## src/rtl/umrex_pkg.sv

```systemverilog
// shared types and constants of the um register execute unit
package umrex_pkg;

   localparam int DATA_W   = 32;
   localparam int REG_W    = 3;
   localparam int IMM_W    = 25;
   localparam int BYTE_W   = 8;
   localparam int NUM_REGS = 8;

   typedef enum logic [3:0] {
      OP_CMOV   = 4'd0,
      OP_LOAD   = 4'd1,
      OP_STORE  = 4'd2,
      OP_ADD    = 4'd3,
      OP_MUL    = 4'd4,
      OP_DIV    = 4'd5,
      OP_NAND   = 4'd6,
      OP_HALT   = 4'd7,
      OP_MAP    = 4'd8,
      OP_UNMAP  = 4'd9,
      OP_OUTPUT = 4'd10,
      OP_INPUT  = 4'd11,
      OP_LOADP  = 4'd12,
      OP_LOADV  = 4'd13
   } opcode_type;

   typedef enum logic [3:0] {
      KIND_DONE  = 4'd0,
      KIND_OUT   = 4'd1,
      KIND_LOAD  = 4'd2,
      KIND_STORE = 4'd3,
      KIND_MAP   = 4'd4,
      KIND_UNMAP = 4'd5,
      KIND_LOADP = 4'd6,
      KIND_HALT  = 4'd7,
      KIND_DIVF  = 4'd8,
      KIND_OUTF  = 4'd9
   } kind_type;

   localparam logic ACTION_EXEC   = 1'b0;
   localparam logic ACTION_RETURN = 1'b1;

   localparam logic [DATA_W-1:0] BYTE_MAX = DATA_W'(255);

   typedef struct packed {
      logic               action;
      logic [3:0]         opcode;
      logic [REG_W-1:0]   reg_a;
      logic [REG_W-1:0]   reg_b;
      logic [REG_W-1:0]   reg_c;
      logic [IMM_W-1:0]   immediate;
      logic [BYTE_W-1:0]  in_byte;
      logic               in_eof;
      logic [DATA_W-1:0]  return_word;
   } req_payload_type;

   typedef struct packed {
      kind_type           kind;
      logic [BYTE_W-1:0]  out_byte;
      logic [DATA_W-1:0]  seg_id;
      logic [DATA_W-1:0]  offset;
      logic [DATA_W-1:0]  store_data;
      logic [DATA_W-1:0]  new_pc;
      logic [REG_W-1:0]   dest_reg;
   } rsp_payload_type;

   // controller to datapath
   typedef struct packed {
      logic capture;
      logic read_a;
      logic div_start;
      logic finish;
   } ctrl_cmd_type;

   // datapath to controller
   typedef struct packed {
      logic req_store;
      logic req_div;
      logic div_zero;
      logic div_busy;
   } dp_status_type;

endpackage

```

## src/rtl/umrex_if.sv

```systemverilog
// valid/ready channel interfaces for requests and responses
interface umrex_req_if;
   logic                       valid;
   logic                       ready;
   umrex_pkg::req_payload_type payload;

   modport source (output valid, output payload, input ready);
   modport sink   (input valid, input payload, output ready);
endinterface

interface umrex_rsp_if;
   logic                       valid;
   logic                       ready;
   umrex_pkg::rsp_payload_type payload;

   modport source (output valid, output payload, input ready);
   modport sink   (input valid, input payload, output ready);
endinterface

```

## src/rtl/umrex_div.sv

```systemverilog
// iterative restoring divider, one quotient bit per cycle
module umrex_div (
   input  logic                          clock,
   input  logic                          reset,
   input  logic                          start,
   input  logic [umrex_pkg::DATA_W-1:0]  dividend,
   input  logic [umrex_pkg::DATA_W-1:0]  divisor,
   output logic                          busy,
   output logic [umrex_pkg::DATA_W-1:0]  quotient
);
   import umrex_pkg::*;

   localparam int CNT_W = $clog2(DATA_W);

   logic              busy_ff;
   logic              busy_in;
   logic [CNT_W-1:0]  count_ff;
   logic [CNT_W-1:0]  count_in;
   logic [DATA_W-1:0] quo_ff;
   logic [DATA_W-1:0] quo_in;
   logic [DATA_W-1:0] rem_ff;
   logic [DATA_W-1:0] rem_in;
   logic [DATA_W-1:0] dvs_ff;
   logic [DATA_W-1:0] dvs_in;
   logic [DATA_W:0]   shifted;
   logic [DATA_W:0]   trial;

   assign shifted = {rem_ff, quo_ff[DATA_W-1]};
   assign trial   = shifted - {1'b0, dvs_ff};

   always_comb begin
      busy_in  = busy_ff;
      count_in = count_ff;
      quo_in   = quo_ff;
      rem_in   = rem_ff;
      dvs_in   = dvs_ff;
      if (start) begin
         busy_in  = 1'b1;
         count_in = '0;
         quo_in   = dividend;
         rem_in   = '0;
         dvs_in   = divisor;
      end else if (busy_ff) begin
         if (!trial[DATA_W]) begin
            rem_in = trial[DATA_W-1:0];
            quo_in = {quo_ff[DATA_W-2:0], 1'b1};
         end else begin
            rem_in = shifted[DATA_W-1:0];
            quo_in = {quo_ff[DATA_W-2:0], 1'b0};
         end
         count_in = count_ff + CNT_W'(1);
         if (count_ff == CNT_W'(DATA_W - 1)) begin
            busy_in = 1'b0;
         end
      end
   end

   always_ff @(posedge clock) begin
      if (reset) begin
         busy_ff <= 1'b0;
      end else begin
         busy_ff <= busy_in;
      end
   end

   always_ff @(posedge clock) begin
      count_ff <= count_in;
      quo_ff   <= quo_in;
      rem_ff   <= rem_in;
      dvs_ff   <= dvs_in;
   end

   assign busy     = busy_ff;
   assign quotient = quo_ff;

endmodule

```

## src/rtl/umrex_ctrl.sv

```systemverilog
// sequencing state machine and response valid of the execute unit
module umrex_ctrl (
   input  logic                      clock,
   input  logic                      reset,
   input  logic                      req_valid,
   output logic                      req_ready,
   output logic                      rsp_valid,
   input  logic                      rsp_ready,
   input  umrex_pkg::dp_status_type  status,
   output umrex_pkg::ctrl_cmd_type   cmd
);
   import umrex_pkg::*;

   typedef enum logic [4:0] {
      ST_IDLE      = 5'b00001,
      ST_READ_A    = 5'b00010,
      ST_DIV_START = 5'b00100,
      ST_DIV_WAIT  = 5'b01000,
      ST_EXEC      = 5'b10000
   } state_type;

   state_type state_ff;
   state_type state_in;
   logic      rsp_valid_ff;
   logic      rsp_valid_in;
   logic      slot_free;

   assign slot_free = !rsp_valid_ff || rsp_ready;

   always_comb begin
      state_in  = state_ff;
      cmd       = '0;
      req_ready = 1'b0;
      unique case (state_ff)
         ST_IDLE: begin
            req_ready = 1'b1;
            if (req_valid) begin
               cmd.capture = 1'b1;
               if (status.req_store) begin
                  state_in = ST_READ_A;
               end else if (status.req_div) begin
                  state_in = ST_DIV_START;
               end else begin
                  state_in = ST_EXEC;
               end
            end
         end
         ST_READ_A: begin
            cmd.read_a = 1'b1;
            state_in   = ST_EXEC;
         end
         ST_DIV_START: begin
            if (status.div_zero) begin
               state_in = ST_EXEC;
            end else begin
               cmd.div_start = 1'b1;
               state_in      = ST_DIV_WAIT;
            end
         end
         ST_DIV_WAIT: begin
            if (!status.div_busy) begin
               state_in = ST_EXEC;
            end
         end
         ST_EXEC: begin
            if (slot_free) begin
               cmd.finish = 1'b1;
               state_in   = ST_IDLE;
            end
         end
         default: begin
            state_in = ST_IDLE;
         end
      endcase
   end

   always_comb begin
      if (cmd.finish) begin
         rsp_valid_in = 1'b1;
      end else if (rsp_ready) begin
         rsp_valid_in = 1'b0;
      end else begin
         rsp_valid_in = rsp_valid_ff;
      end
   end

   always_ff @(posedge clock) begin
      if (reset) begin
         state_ff     <= ST_IDLE;
         rsp_valid_ff <= 1'b0;
      end else begin
         state_ff     <= state_in;
         rsp_valid_ff <= rsp_valid_in;
      end
   end

   assign rsp_valid = rsp_valid_ff;

endmodule

```

## src/rtl/umrex_dp.sv

```systemverilog
// register file, operand registers, alu and response register
module umrex_dp #(
   parameter int NUM_REGS = umrex_pkg::NUM_REGS
) (
   input  logic                        clock,
   input  logic                        reset,
   input  umrex_pkg::req_payload_type  req_payload,
   input  umrex_pkg::ctrl_cmd_type     cmd,
   output umrex_pkg::dp_status_type    status,
   output umrex_pkg::rsp_payload_type  rsp_payload
);
   import umrex_pkg::*;

   localparam int IDX_W = $clog2(NUM_REGS);

   logic [DATA_W-1:0]   regs_mem [NUM_REGS];
   logic [NUM_REGS-1:0] vld_ff;

   // captured request
   logic               action_ff;
   logic [3:0]         op_ff;
   logic [REG_W-1:0]   a_ff;
   logic [REG_W-1:0]   b_ff;
   logic [REG_W-1:0]   c_ff;
   logic [IMM_W-1:0]   imm_ff;
   logic [BYTE_W-1:0]  byte_ff;
   logic               eof_ff;
   logic [DATA_W-1:0]  ret_ff;

   // registered read ports
   logic [IDX_W-1:0]   rd0_addr;
   logic               rd0_en;
   logic [DATA_W-1:0]  rd0_ff;
   logic               rd0_vld_ff;
   logic [DATA_W-1:0]  rd1_ff;
   logic               rd1_vld_ff;
   logic [DATA_W-1:0]  rb_hold_ff;

   logic [DATA_W-1:0]  rd0_val;
   logic [DATA_W-1:0]  ra;
   logic [DATA_W-1:0]  rb;
   logic [DATA_W-1:0]  rc;
   logic               is_store;
   logic [DATA_W-1:0]  product;
   logic               div_busy;
   logic [DATA_W-1:0]  quotient;

   logic               wr_en;
   logic [REG_W-1:0]   wr_sel;
   logic [DATA_W-1:0]  wr_data;
   logic [IDX_W-1:0]   wr_addr;

   rsp_payload_type    rsp_ff;
   rsp_payload_type    rsp_in;

   // port 0 reads b at capture and a in the read_a state of a store
   assign rd0_addr = cmd.read_a ? IDX_W'(a_ff) : IDX_W'(req_payload.reg_b);
   assign rd0_en   = cmd.capture || cmd.read_a;

   always_ff @(posedge clock) begin
      if (rd0_en) begin
         rd0_ff     <= regs_mem[rd0_addr];
         rd0_vld_ff <= vld_ff[rd0_addr];
      end
      if (cmd.capture) begin
         rd1_ff     <= regs_mem[IDX_W'(req_payload.reg_c)];
         rd1_vld_ff <= vld_ff[IDX_W'(req_payload.reg_c)];
         action_ff  <= req_payload.action;
         op_ff      <= req_payload.opcode;
         a_ff       <= req_payload.reg_a;
         b_ff       <= req_payload.reg_b;
         c_ff       <= req_payload.reg_c;
         imm_ff     <= req_payload.immediate;
         byte_ff    <= req_payload.in_byte;
         eof_ff     <= req_payload.in_eof;
         ret_ff     <= req_payload.return_word;
      end
      if (cmd.read_a) begin
         rb_hold_ff <= rd0_val;
      end
   end

   assign rd0_val  = rd0_vld_ff ? rd0_ff : '0;
   assign rc       = rd1_vld_ff ? rd1_ff : '0;
   assign is_store = (action_ff == ACTION_EXEC) && (op_ff == OP_STORE);
   assign ra       = rd0_val;
   assign rb       = is_store ? rb_hold_ff : rd0_val;
   assign product  = DATA_W'(rb * rc);

   umrex_div u_div (
      .clock    (clock),
      .reset    (reset),
      .start    (cmd.div_start),
      .dividend (rb),
      .divisor  (rc),
      .busy     (div_busy),
      .quotient (quotient)
   );

   assign status.req_store = (req_payload.action == ACTION_EXEC)
                             && (req_payload.opcode == OP_STORE);
   assign status.req_div   = (req_payload.action == ACTION_EXEC)
                             && (req_payload.opcode == OP_DIV);
   assign status.div_zero  = (rc == '0);
   assign status.div_busy  = div_busy;

   always_comb begin
      rsp_in  = '0;
      rsp_in.kind = KIND_DONE;
      wr_en   = 1'b0;
      wr_sel  = a_ff;
      wr_data = '0;
      if (action_ff == ACTION_RETURN) begin
         wr_en   = 1'b1;
         wr_data = ret_ff;
      end else begin
         unique case (op_ff)
            OP_CMOV: begin
               wr_en   = (rc != '0);
               wr_data = rb;
            end
            OP_LOAD: begin
               rsp_in.kind     = KIND_LOAD;
               rsp_in.seg_id   = rb;
               rsp_in.offset   = rc;
               rsp_in.dest_reg = a_ff;
            end
            OP_STORE: begin
               rsp_in.kind       = KIND_STORE;
               rsp_in.seg_id     = ra;
               rsp_in.offset     = rb;
               rsp_in.store_data = rc;
            end
            OP_ADD: begin
               wr_en   = 1'b1;
               wr_data = rb + rc;
            end
            OP_MUL: begin
               wr_en   = 1'b1;
               wr_data = product;
            end
            OP_DIV: begin
               if (rc == '0) begin
                  rsp_in.kind = KIND_DIVF;
               end else begin
                  wr_en   = 1'b1;
                  wr_data = quotient;
               end
            end
            OP_NAND: begin
               wr_en   = 1'b1;
               wr_data = ~(rb & rc);
            end
            OP_HALT: begin
               rsp_in.kind = KIND_HALT;
            end
            OP_MAP: begin
               rsp_in.kind     = KIND_MAP;
               rsp_in.offset   = rc;
               rsp_in.dest_reg = b_ff;
            end
            OP_UNMAP: begin
               rsp_in.kind   = KIND_UNMAP;
               rsp_in.seg_id = rc;
            end
            OP_OUTPUT: begin
               if (rc > BYTE_MAX) begin
                  rsp_in.kind = KIND_OUTF;
               end else begin
                  rsp_in.kind     = KIND_OUT;
                  rsp_in.out_byte = rc[BYTE_W-1:0];
               end
            end
            OP_INPUT: begin
               wr_en   = 1'b1;
               wr_sel  = c_ff;
               wr_data = eof_ff ? '1 : DATA_W'(byte_ff);
            end
            OP_LOADP: begin
               rsp_in.kind   = KIND_LOADP;
               rsp_in.seg_id = rb;
               rsp_in.new_pc = rc;
            end
            OP_LOADV: begin
               wr_en   = 1'b1;
               wr_data = DATA_W'(imm_ff);
            end
            default: begin
               // unused opcodes leave everything as is
            end
         endcase
      end
   end

   assign wr_addr = IDX_W'(wr_sel);

   always_ff @(posedge clock) begin
      if (cmd.finish && wr_en) begin
         regs_mem[wr_addr] <= wr_data;
      end
   end

   // an entry never written since reset reads as zero
   always_ff @(posedge clock) begin
      if (reset) begin
         vld_ff <= '0;
      end else if (cmd.finish && wr_en) begin
         vld_ff[wr_addr] <= 1'b1;
      end
   end

   always_ff @(posedge clock) begin
      if (cmd.finish) begin
         rsp_ff <= rsp_in;
      end
   end

   assign rsp_payload = rsp_ff;

endmodule

```

## src/rtl/um_register_execute_unit_top.sv

```systemverilog
// top level of the um register execute unit
// usage
//   req_if carries one request per instruction: action 0 executes the decoded
//   opcode on the eight-word register file, action 1 writes return_word (a
//   loaded word or a new segment id) into register reg_a
//   rsp_if returns exactly one response per request, in request order: kind
//   done for pure register work, or a memory/output/halt request, or a fault
//   (divide by zero, output above 255) with the register file untouched
// sequencing
//   after acceptance most requests go straight to the execute step; store first
//   makes a second pass over read port 0 to fetch register a, and divide passes
//   the divide start state (and for a nonzero divisor waits while the divider,
//   which retires one quotient bit per cycle, is busy) before the execute step
//   one request is in flight at a time; req_if.ready is high only while idle
// reset
//   synchronous, active high; all registers read as zero, no response pending
// stalls
//   the response sits in an output register; a new request is accepted while
//   it waits, and only the execute step holds until the register is free
module um_register_execute_unit_top #(
   parameter int NUM_REGS = umrex_pkg::NUM_REGS
) (
   input logic         clock,
   input logic         reset,
   umrex_req_if.sink   req_if,
   umrex_rsp_if.source rsp_if
);
   import umrex_pkg::*;

   // command and status between sequencer and datapath
   ctrl_cmd_type  cmd;
   dp_status_type status;

   umrex_ctrl u_ctrl (
      .clock     (clock),
      .reset     (reset),
      .req_valid (req_if.valid),
      .req_ready (req_if.ready),
      .rsp_valid (rsp_if.valid),
      .rsp_ready (rsp_if.ready),
      .status    (status),
      .cmd       (cmd)
   );

   umrex_dp #(
      .NUM_REGS (NUM_REGS)
   ) u_dp (
      .clock       (clock),
      .reset       (reset),
      .req_payload (req_if.payload),
      .cmd         (cmd),
      .status      (status),
      .rsp_payload (rsp_if.payload)
   );

`ifndef SYNTHESIS
   // an accepted request takes the sequencer out of idle
   assert property (@(posedge clock) disable iff (reset)
      (req_if.valid && req_if.ready) |=> !req_if.ready)
      else $error("request accepted while a request is still in flight");

   // a response only appears after an execute step
   assert property (@(posedge clock) disable iff (reset)
      $rose(rsp_if.valid) |-> $past(cmd.finish))
      else $error("response valid without an execute step");

   // the execute step never overwrites a response that is still held
   assert property (@(posedge clock) disable iff (reset)
      cmd.finish |-> (!rsp_if.valid || rsp_if.ready))
      else $error("pending response overwritten");

   // a divide start always brings the divider busy
   assert property (@(posedge clock) disable iff (reset)
      cmd.div_start |=> status.div_busy)
      else $error("divider did not start");
`endif

endmodule
```

## src/flat_wrapper.sv

```systemverilog
// flat-port wrapper written by rule: the top's interface ports become plain ports
module um_register_execute_unit_top_flat import umrex_pkg::*;
#(
   parameter int NUM_REGS = umrex_pkg::NUM_REGS
)
  (clock, reset, req_if_valid, req_if_payload, req_if_ready, rsp_if_valid, rsp_if_payload, rsp_if_ready);
  umrex_req_if req_if_i ();
  umrex_rsp_if rsp_if_i ();
  input logic clock;
  input logic reset;
  input wire logic [$bits(req_if_i.valid)-1:0] req_if_valid;
  input wire logic [$bits(req_if_i.payload)-1:0] req_if_payload;
  output wire logic [$bits(req_if_i.ready)-1:0] req_if_ready;
  output wire logic [$bits(rsp_if_i.valid)-1:0] rsp_if_valid;
  output wire logic [$bits(rsp_if_i.payload)-1:0] rsp_if_payload;
  input wire logic [$bits(rsp_if_i.ready)-1:0] rsp_if_ready;
  assign req_if_i.valid = req_if_valid;
  assign req_if_i.payload = req_if_payload;
  assign req_if_ready = req_if_i.ready;
  assign rsp_if_valid = rsp_if_i.valid;
  assign rsp_if_payload = rsp_if_i.payload;
  assign rsp_if_i.ready = rsp_if_ready;
  um_register_execute_unit_top #(.NUM_REGS(NUM_REGS)) u_core (.clock(clock), .reset(reset), .req_if(req_if_i), .rsp_if(rsp_if_i));
endmodule
```

## config.mk

```make
export PLATFORM = sky130hd
export DESIGN_NAME = um_register_execute_unit_top_flat
export DESIGN_NICKNAME = d
export VERILOG_FILES = /design/src/rtl/umrex_pkg.sv /design/src/rtl/umrex_if.sv /design/src/rtl/umrex_div.sv /design/src/rtl/umrex_ctrl.sv /design/src/rtl/umrex_dp.sv /design/src/rtl/um_register_execute_unit_top.sv /design/src/flat_wrapper.sv
export SDC_FILE = /design/constraint.sdc
export NUM_CORES = 2
export LEC_CHECK = 0
export CAP_MARGIN = 5
export CELL_PAD_IN_SITES_DETAIL_PLACEMENT = 0
export CELL_PAD_IN_SITES_GLOBAL_PLACEMENT = 2
export CORE_ASPECT_RATIO = 1.2
export CORE_MARGIN = 2
export CORE_UTILIZATION = 30
export CTS_BUF_LIST = sky130_fd_sc_hd__clkbuf_4 sky130_fd_sc_hd__clkbuf_8
export DETAILED_ROUTE_END_ITERATION = 12
export DONT_BUFFER_PORTS = 1
export GPL_TIMING_DRIVEN = 0
export HOLD_SLACK_MARGIN = 0.15
export PLACE_DENSITY = 0.6
export SLEW_MARGIN = 25
export SYNTH_ARGS = -nofsm -noshare
export SYNTH_HDL_FRONTEND = slang
export SYNTH_SLANG_ARGS = --single-unit
```

## constraint.sdc

```tcl
create_clock -name clock -period 19.4 [get_ports clock]
set_clock_uncertainty 0.1 [all_clocks]
set_input_delay 2.91 -clock clock [delete_from_list [all_inputs] [get_ports clock]]
set_output_delay 2.91 -clock clock [all_outputs]
set_load 0.005 [all_outputs]
```

# After elaboration in Yosys (flattened, before gate mapping)
# Memory sizes are Yosys's and may differ from the RTL's. A register that Yosys moved wholly into a read port is not among the register bits.
# Cells that the tools add are included.
[op_classes]
add_sub_neg = 3
n_mul = 1
magnitude_cmp = 5
eq_ne = 24
mux = 50
bitwise = 8
n_reduce_logical = 20
[ops]
columns = ["cell", "n"]
rows = [
  ["2-to-1 mux 32 bit", 9],
  ["one-hot mux 32 bit (7 select lines)", 1],
  ["one-hot mux 32 bit (3 select lines)", 1],
  ["one-hot mux 32 bit (2 select lines)", 1],
  ["subtractor 33 x 32 -> 33 bit", 1],
  ["adder 32 bit", 1],
  ["AND 32 bit", 1],
  ["> comparator 32 x 8 -> 1 bit (second input constant)", 1],
  ["logical NOT 32 bit", 1],
  ["multiplier 32 x 32 -> 32 bit", 1],
  ["NOT 32 bit", 1],
  ["one-hot mux 4 bit (8 select lines)", 1],
  ["nonzero test 32 bit", 1],
  ["2-to-1 mux 5 bit", 6],
  ["one-hot mux 5 bit (5 select lines)", 1],
  ["equality test 4 bit (second input constant)", 6],
  ["equality test 4 x 3 -> 1 bit (second input constant)", 5],
  ["2-to-1 mux 1 bit", 20],
  ["equality test 4 x 2 -> 1 bit (second input constant)", 3],
  ["< comparator 3 x 4 -> 1 bit (second input constant)", 3],
  ["equality test 5 bit (second input constant)", 2],
  ["2-to-1 mux 3 bit", 3],
  ["2-to-1 mux 4 bit", 2],
  ["bitwise OR 8 bit", 1],
  ["22 further kinds", 38],
]
[totals]
ff_bits = 373
mem_bits_rw = 256
in_bits = 84
out_inout_bits = 145
wordCells = 139
n_memories = 1
[mem_list]
columns = ["name", "words", "width", "rd", "rd_clocked_by_memory_dff", "wr", "line_no", "rtl"]
rows = [
  ["u_core.u_dp.regs_mem", 8, 32, 2, 2, 1, "umrex_dp.sv:16", "logic [DATA_W-1:0] regs_mem [NUM_REGS];"],
]

# Depth between registers and ports, before layout
[depth]
depth_word = 8
depth_mapped = 36
mapped_depth_nobuf = 31

# Cells and area by module
# A second synthesis with hierarchy kept.
[hier_totals]
hier_cells = 4171
hier_area_um2 = 48261.3
[modules_own_cells]
columns = ["mod", "n_inst", "cells_each", "area_each_um2", "seq_area_each_um2"]
rows = [
  ["umrex_dp", 1, 3562, 42022.8, 17486.8],
  ["umrex_div", 1, 565, 5874.4, 2682.6],
  ["umrex_ctrl", 1, 44, 364.1, 120.1],
]

# Least setup slack after synthesis
# No wires, ideal clock.
[synth_timing]
kind = "input port to flip-flop"
start = "input rsp_if_ready"
end = "memory u_core.u_dp.regs_mem[0][0], enable pin"
setup_time_ps = 423
arrival_time_ps = 12147
t_required_ps = 18877
slack_ps = 6730
stages = 4
n_path_buf = 0
cell_sequence = "nand2b_1 nor2b_1 nand3_1 nor2_1"
[synth_lines]
columns = ["element", "line_no", "rtl"]
rows = [
  ["start: declaration", "flat_wrapper.sv:16", "input wire logic [$bits(rsp_if_i.ready)-1:0] rsp_if_ready;"],
  ["end: declaration", "umrex_dp.sv:16", ""],
]

# Worst setup path after layout
[layout_timing]
start = "register u_core.u_dp.op_ff[3]"
end = "memory u_core.u_dp.regs_mem[4][31] (data pin)"
[layout_between]
elab_chain_len = 7
word_cells_on_any_way = 16
cone_classes = "add/sub: 1; mul: 1; eq/ne: 7; mux: 3; bitwise: 2; reduce/logical: 2"
[layout_rtl]
columns = ["element", "line_no", "rtl"]
rows = [
  ["start: declaration", "umrex_dp.sv:21", "logic [3:0] op_ff;"],
  ["start signal: assignment", "umrex_dp.sv:69", "op_ff <= req_payload.opcode;"],
  ["branches (longest 5 deep; another with multiplier 32 x 32 -> 32 bit)", "n/a", ""],
  ["one-hot mux 32 bit (7 select lines) (*)", "umrex_dp.sv:117", "unique case (op_ff)"],
  ["2-to-1 mux 32 bit (*)", "umrex_dp.sv:113", "if (action_ff == ACTION_RETURN) begin"],
  ["net u_core.u_dp.wr_data[31]", "umrex_dp.sv:50", "logic [DATA_W-1:0] wr_data;"],
]
# Mark *: on every way through the listed nets, which the timed path passes.

==> reports/qor.csv <==
metric;value;unit
status;finished, final reports clean;
wl_per_cell;31.95;um
worstHoldPathType;reg -> reg;
drv_cap;0;
ys_ff_latch;693;
ys_types;80;
cp-end-kind;flop;
post-place-ws;7632;ps
fill_cells;16130;
num-nets-final;5015;
grt_pass1_wl;286.2;mm
antenna_found_initial;10;
die-area;162700;um^2
grt.overflow.total;0;
drv_slew;0;
total_power;4.490;mW
vias;34510;
drt_iter0_markers;3277;
grt_usage;0.2551;
internal-power;2.910;mW
ys_warn_count;0;
postRouteAntennaNets;0;
crit_slowest_cell;clkinv_1;
hold_viol;0;
clkLatencyLatePin;910;ps
p_seq_frac;0.384;
dr.pass1.iters;8;
rsz0062_at_grt;false;
p_sw;1.581;mW
startpoint_type;flop;
routed_wl;208.8;mm
cts_tree;done;
synthCells;4172;
required;19830;ps
r2r_slack;7420;ps
fin_setup_tns;0;ps
regArea;20290;um^2
std_cell_rows;160;
holdBufCountCts;0;
timing.fmax;83.46;MHz
max-slew-margin-rel;0.1883;
max-vdd-ir-drop;0.05542;mV
pwr_density_cell;83.08;nW/um^2
h-tree-depth;3;
syn-num-nets;4855;
p_leak;20.91;nW
drive_gt1_frac;0.1223;
clock_path_buffers;3;
min_period;11980;ps
worstSetupPathType;reg -> reg;
ioPinCount;229;
cts.clk_slew.worst_paths;70;ps
final_common_cell;edfxtp_1;
cpMostUsedCell;fa_1;
swShare;0.3520;
synth_area;47850;um^2
cts-buffers-inserted;117;
synthArstFlopShare;0;
worst_slack;7419;ps
arrival;12410;ps
die_h;441.5;um
setup_viol;0;
start_util;0.3022;
cp_max_fo;10;
clock_sinks;693;
io_buffer_count;0;
grt_start_max_net_pins;91;
cts_resized;0;
synth_ff_type;edfxtp_1;
postCtsSetupBuffers;0;
final_cell_mix;edfxtp_1, nor2_1, inv_1;
dpl.hpwl;165.7;mm
viasPerCell;5.280;
dieWidth;368.6;um
slowest_delay;960;ps
combinationalPowerShare;0.302;
final_area;54040;um^2
cts-root-buf;clkbuf_8;
grt_pass1_vias;35280;
drc;0;
dpl_cell_area;51570;um^2
area_growth;12.95;%
yosysSeqAreaShare;0.4240;
worst_pin_slew;1215;ps
period_share;0.6176;
synth_enable_flop_cells;641;
multi_input_area;24900;um^2
coreArea;158400;um^2
p_clk_frac;0.314;
avgSynthCellArea;11.47;um^2
gp_congestion;0.9321;
layer usage:
layer	track usage	wire length, um	vias up
met5	0	0	-
met4	0.1284	12170	0
met3	0.04421	12940	352
met2	0.4263	99550	1397
met1	0.3182	84150	17980
li1	-	-	14780
cell usage after synthesis, drive strengths merged, types with 52 or more instances:
cell type | n | area share
o21ai | 196 | 0.021
xnor2 | 77 | 0.014
clkbuf | 175 | 0.014
dfxtp | 52 | 0.022
nor2 | 541 | 0.043
inv | 509 | 0.040
nand2 | 388 | 0.030
ha | 189 | 0.049
edfxtp | 641 | 0.40
mux2 | 70 | 0.016
fa | 410 | 0.17
a21oi | 160 | 0.017
mux4 | 132 | 0.062
sequential cells by signal, indices dropped and copies added (netlist names), 3 cells and up:
register / flops
u_core.u_dp.a_ff: 3
u_core.u_dp.u_div.count_ff: 5
u_core.u_dp.rd0_ff: 32
u_core.u_dp.rsp_payload: 143
u_core.u_ctrl.state_ff: 5
u_core.u_dp.rd1_ff: 32
u_core.u_dp.vld_ff: 8
u_core.u_dp.c_ff: 3
u_core.u_dp.imm_ff: 25
u_core.u_dp.b_ff: 3
u_core.u_dp.rb_hold_ff: 32
u_core.u_dp.u_div.rem_ff: 32
u_core.u_dp.u_div.dvs_ff: 32
u_core.u_dp.op_ff: 4
u_core.u_dp.regs_mem: 256
u_core.u_dp.ret_ff: 32
u_core.u_dp.u_div.quotient: 32
u_core.u_dp.byte_ff: 8
metrics by stage:
| stage | std cells | utilization | hold WS (ps) |
|---|---|---|---|
| 3_3_place_gp | 6278 | 0.3188 | 366.5 |
| 6_report | 6536 | 0.3413 | 393.7 |
| 4_1_cts | 6527 | 0.3410 | 397.8 |
| 2_1_floorplan | 4172 | - | 352.6 |
| 5_1_grt | 6533 | 0.3412 | 418.0 |
| 3_5_place_dp | 6316 | 0.3256 | 380.2 |
layout make-up:
| class | count | area share |
|---|---|---|
| tap | 2106 | 0.04876 |
| clock buffer | 151 | 0.03487 |
| timing repair buffer | 41 | 0.01586 |
| inverter | 531 | 0.03704 |
| multi-input combinational | 2729 | 0.4607 |
| clock inverter | 60 | 0.01023 |
| buffer | 219 | 0.01685 |
| antenna | 6 | 0.0002778 |
| sequential | 693 | 0.3754 |
final timing paths:
| path | startpoint | cells after the start | endpoint |
|---|---|---|---|
| max | u_core.u_dp.op_ff[3] | 28 | u_core.u_dp.regs_mem[4][31] |
| min | u_core.u_dp.vld_ff[2] | 2 | u_core.u_dp.vld_ff[2] |
| max reg2reg | u_core.u_dp.op_ff[3] | 28 | u_core.u_dp.regs_mem[4][31] |
| min reg2reg | u_core.u_dp.vld_ff[2] | 2 | u_core.u_dp.vld_ff[2] |
power groups by stage:
stage          clock network, mW  logic, mW  registers, mW
6_report                    1.41       1.36           1.72
5_1_grt                     1.50       1.46           1.73
4_1_cts                     1.45       1.34           1.72
3_5_place_dp                   0       1.32           1.76
3_3_place_gp                   0       1.32           1.76
2_1_floorplan                  0      0.816           1.74
critical path: cells and delay by family (launching register included):
kind | cells | cell delay (ps)
adders and majority gates | 9 | 4470
buffers and inverters | 6 | 3200
AOI/OAI and AO/OA | 7 | 2340
and+or+nand+nor | 6 | 1060
DFF | 1 | 420
cell families after synthesis:
kind of cell / synth area share
simple gates: 0.09989
buf+inv: 0.05970
flops: 0.4240
compound gates: 0.08546
fa+ha+maj: 0.2210
mux: 0.08551
xor+xnor: 0.02442
No activity file was read; power rests on OpenSTA's default activity.
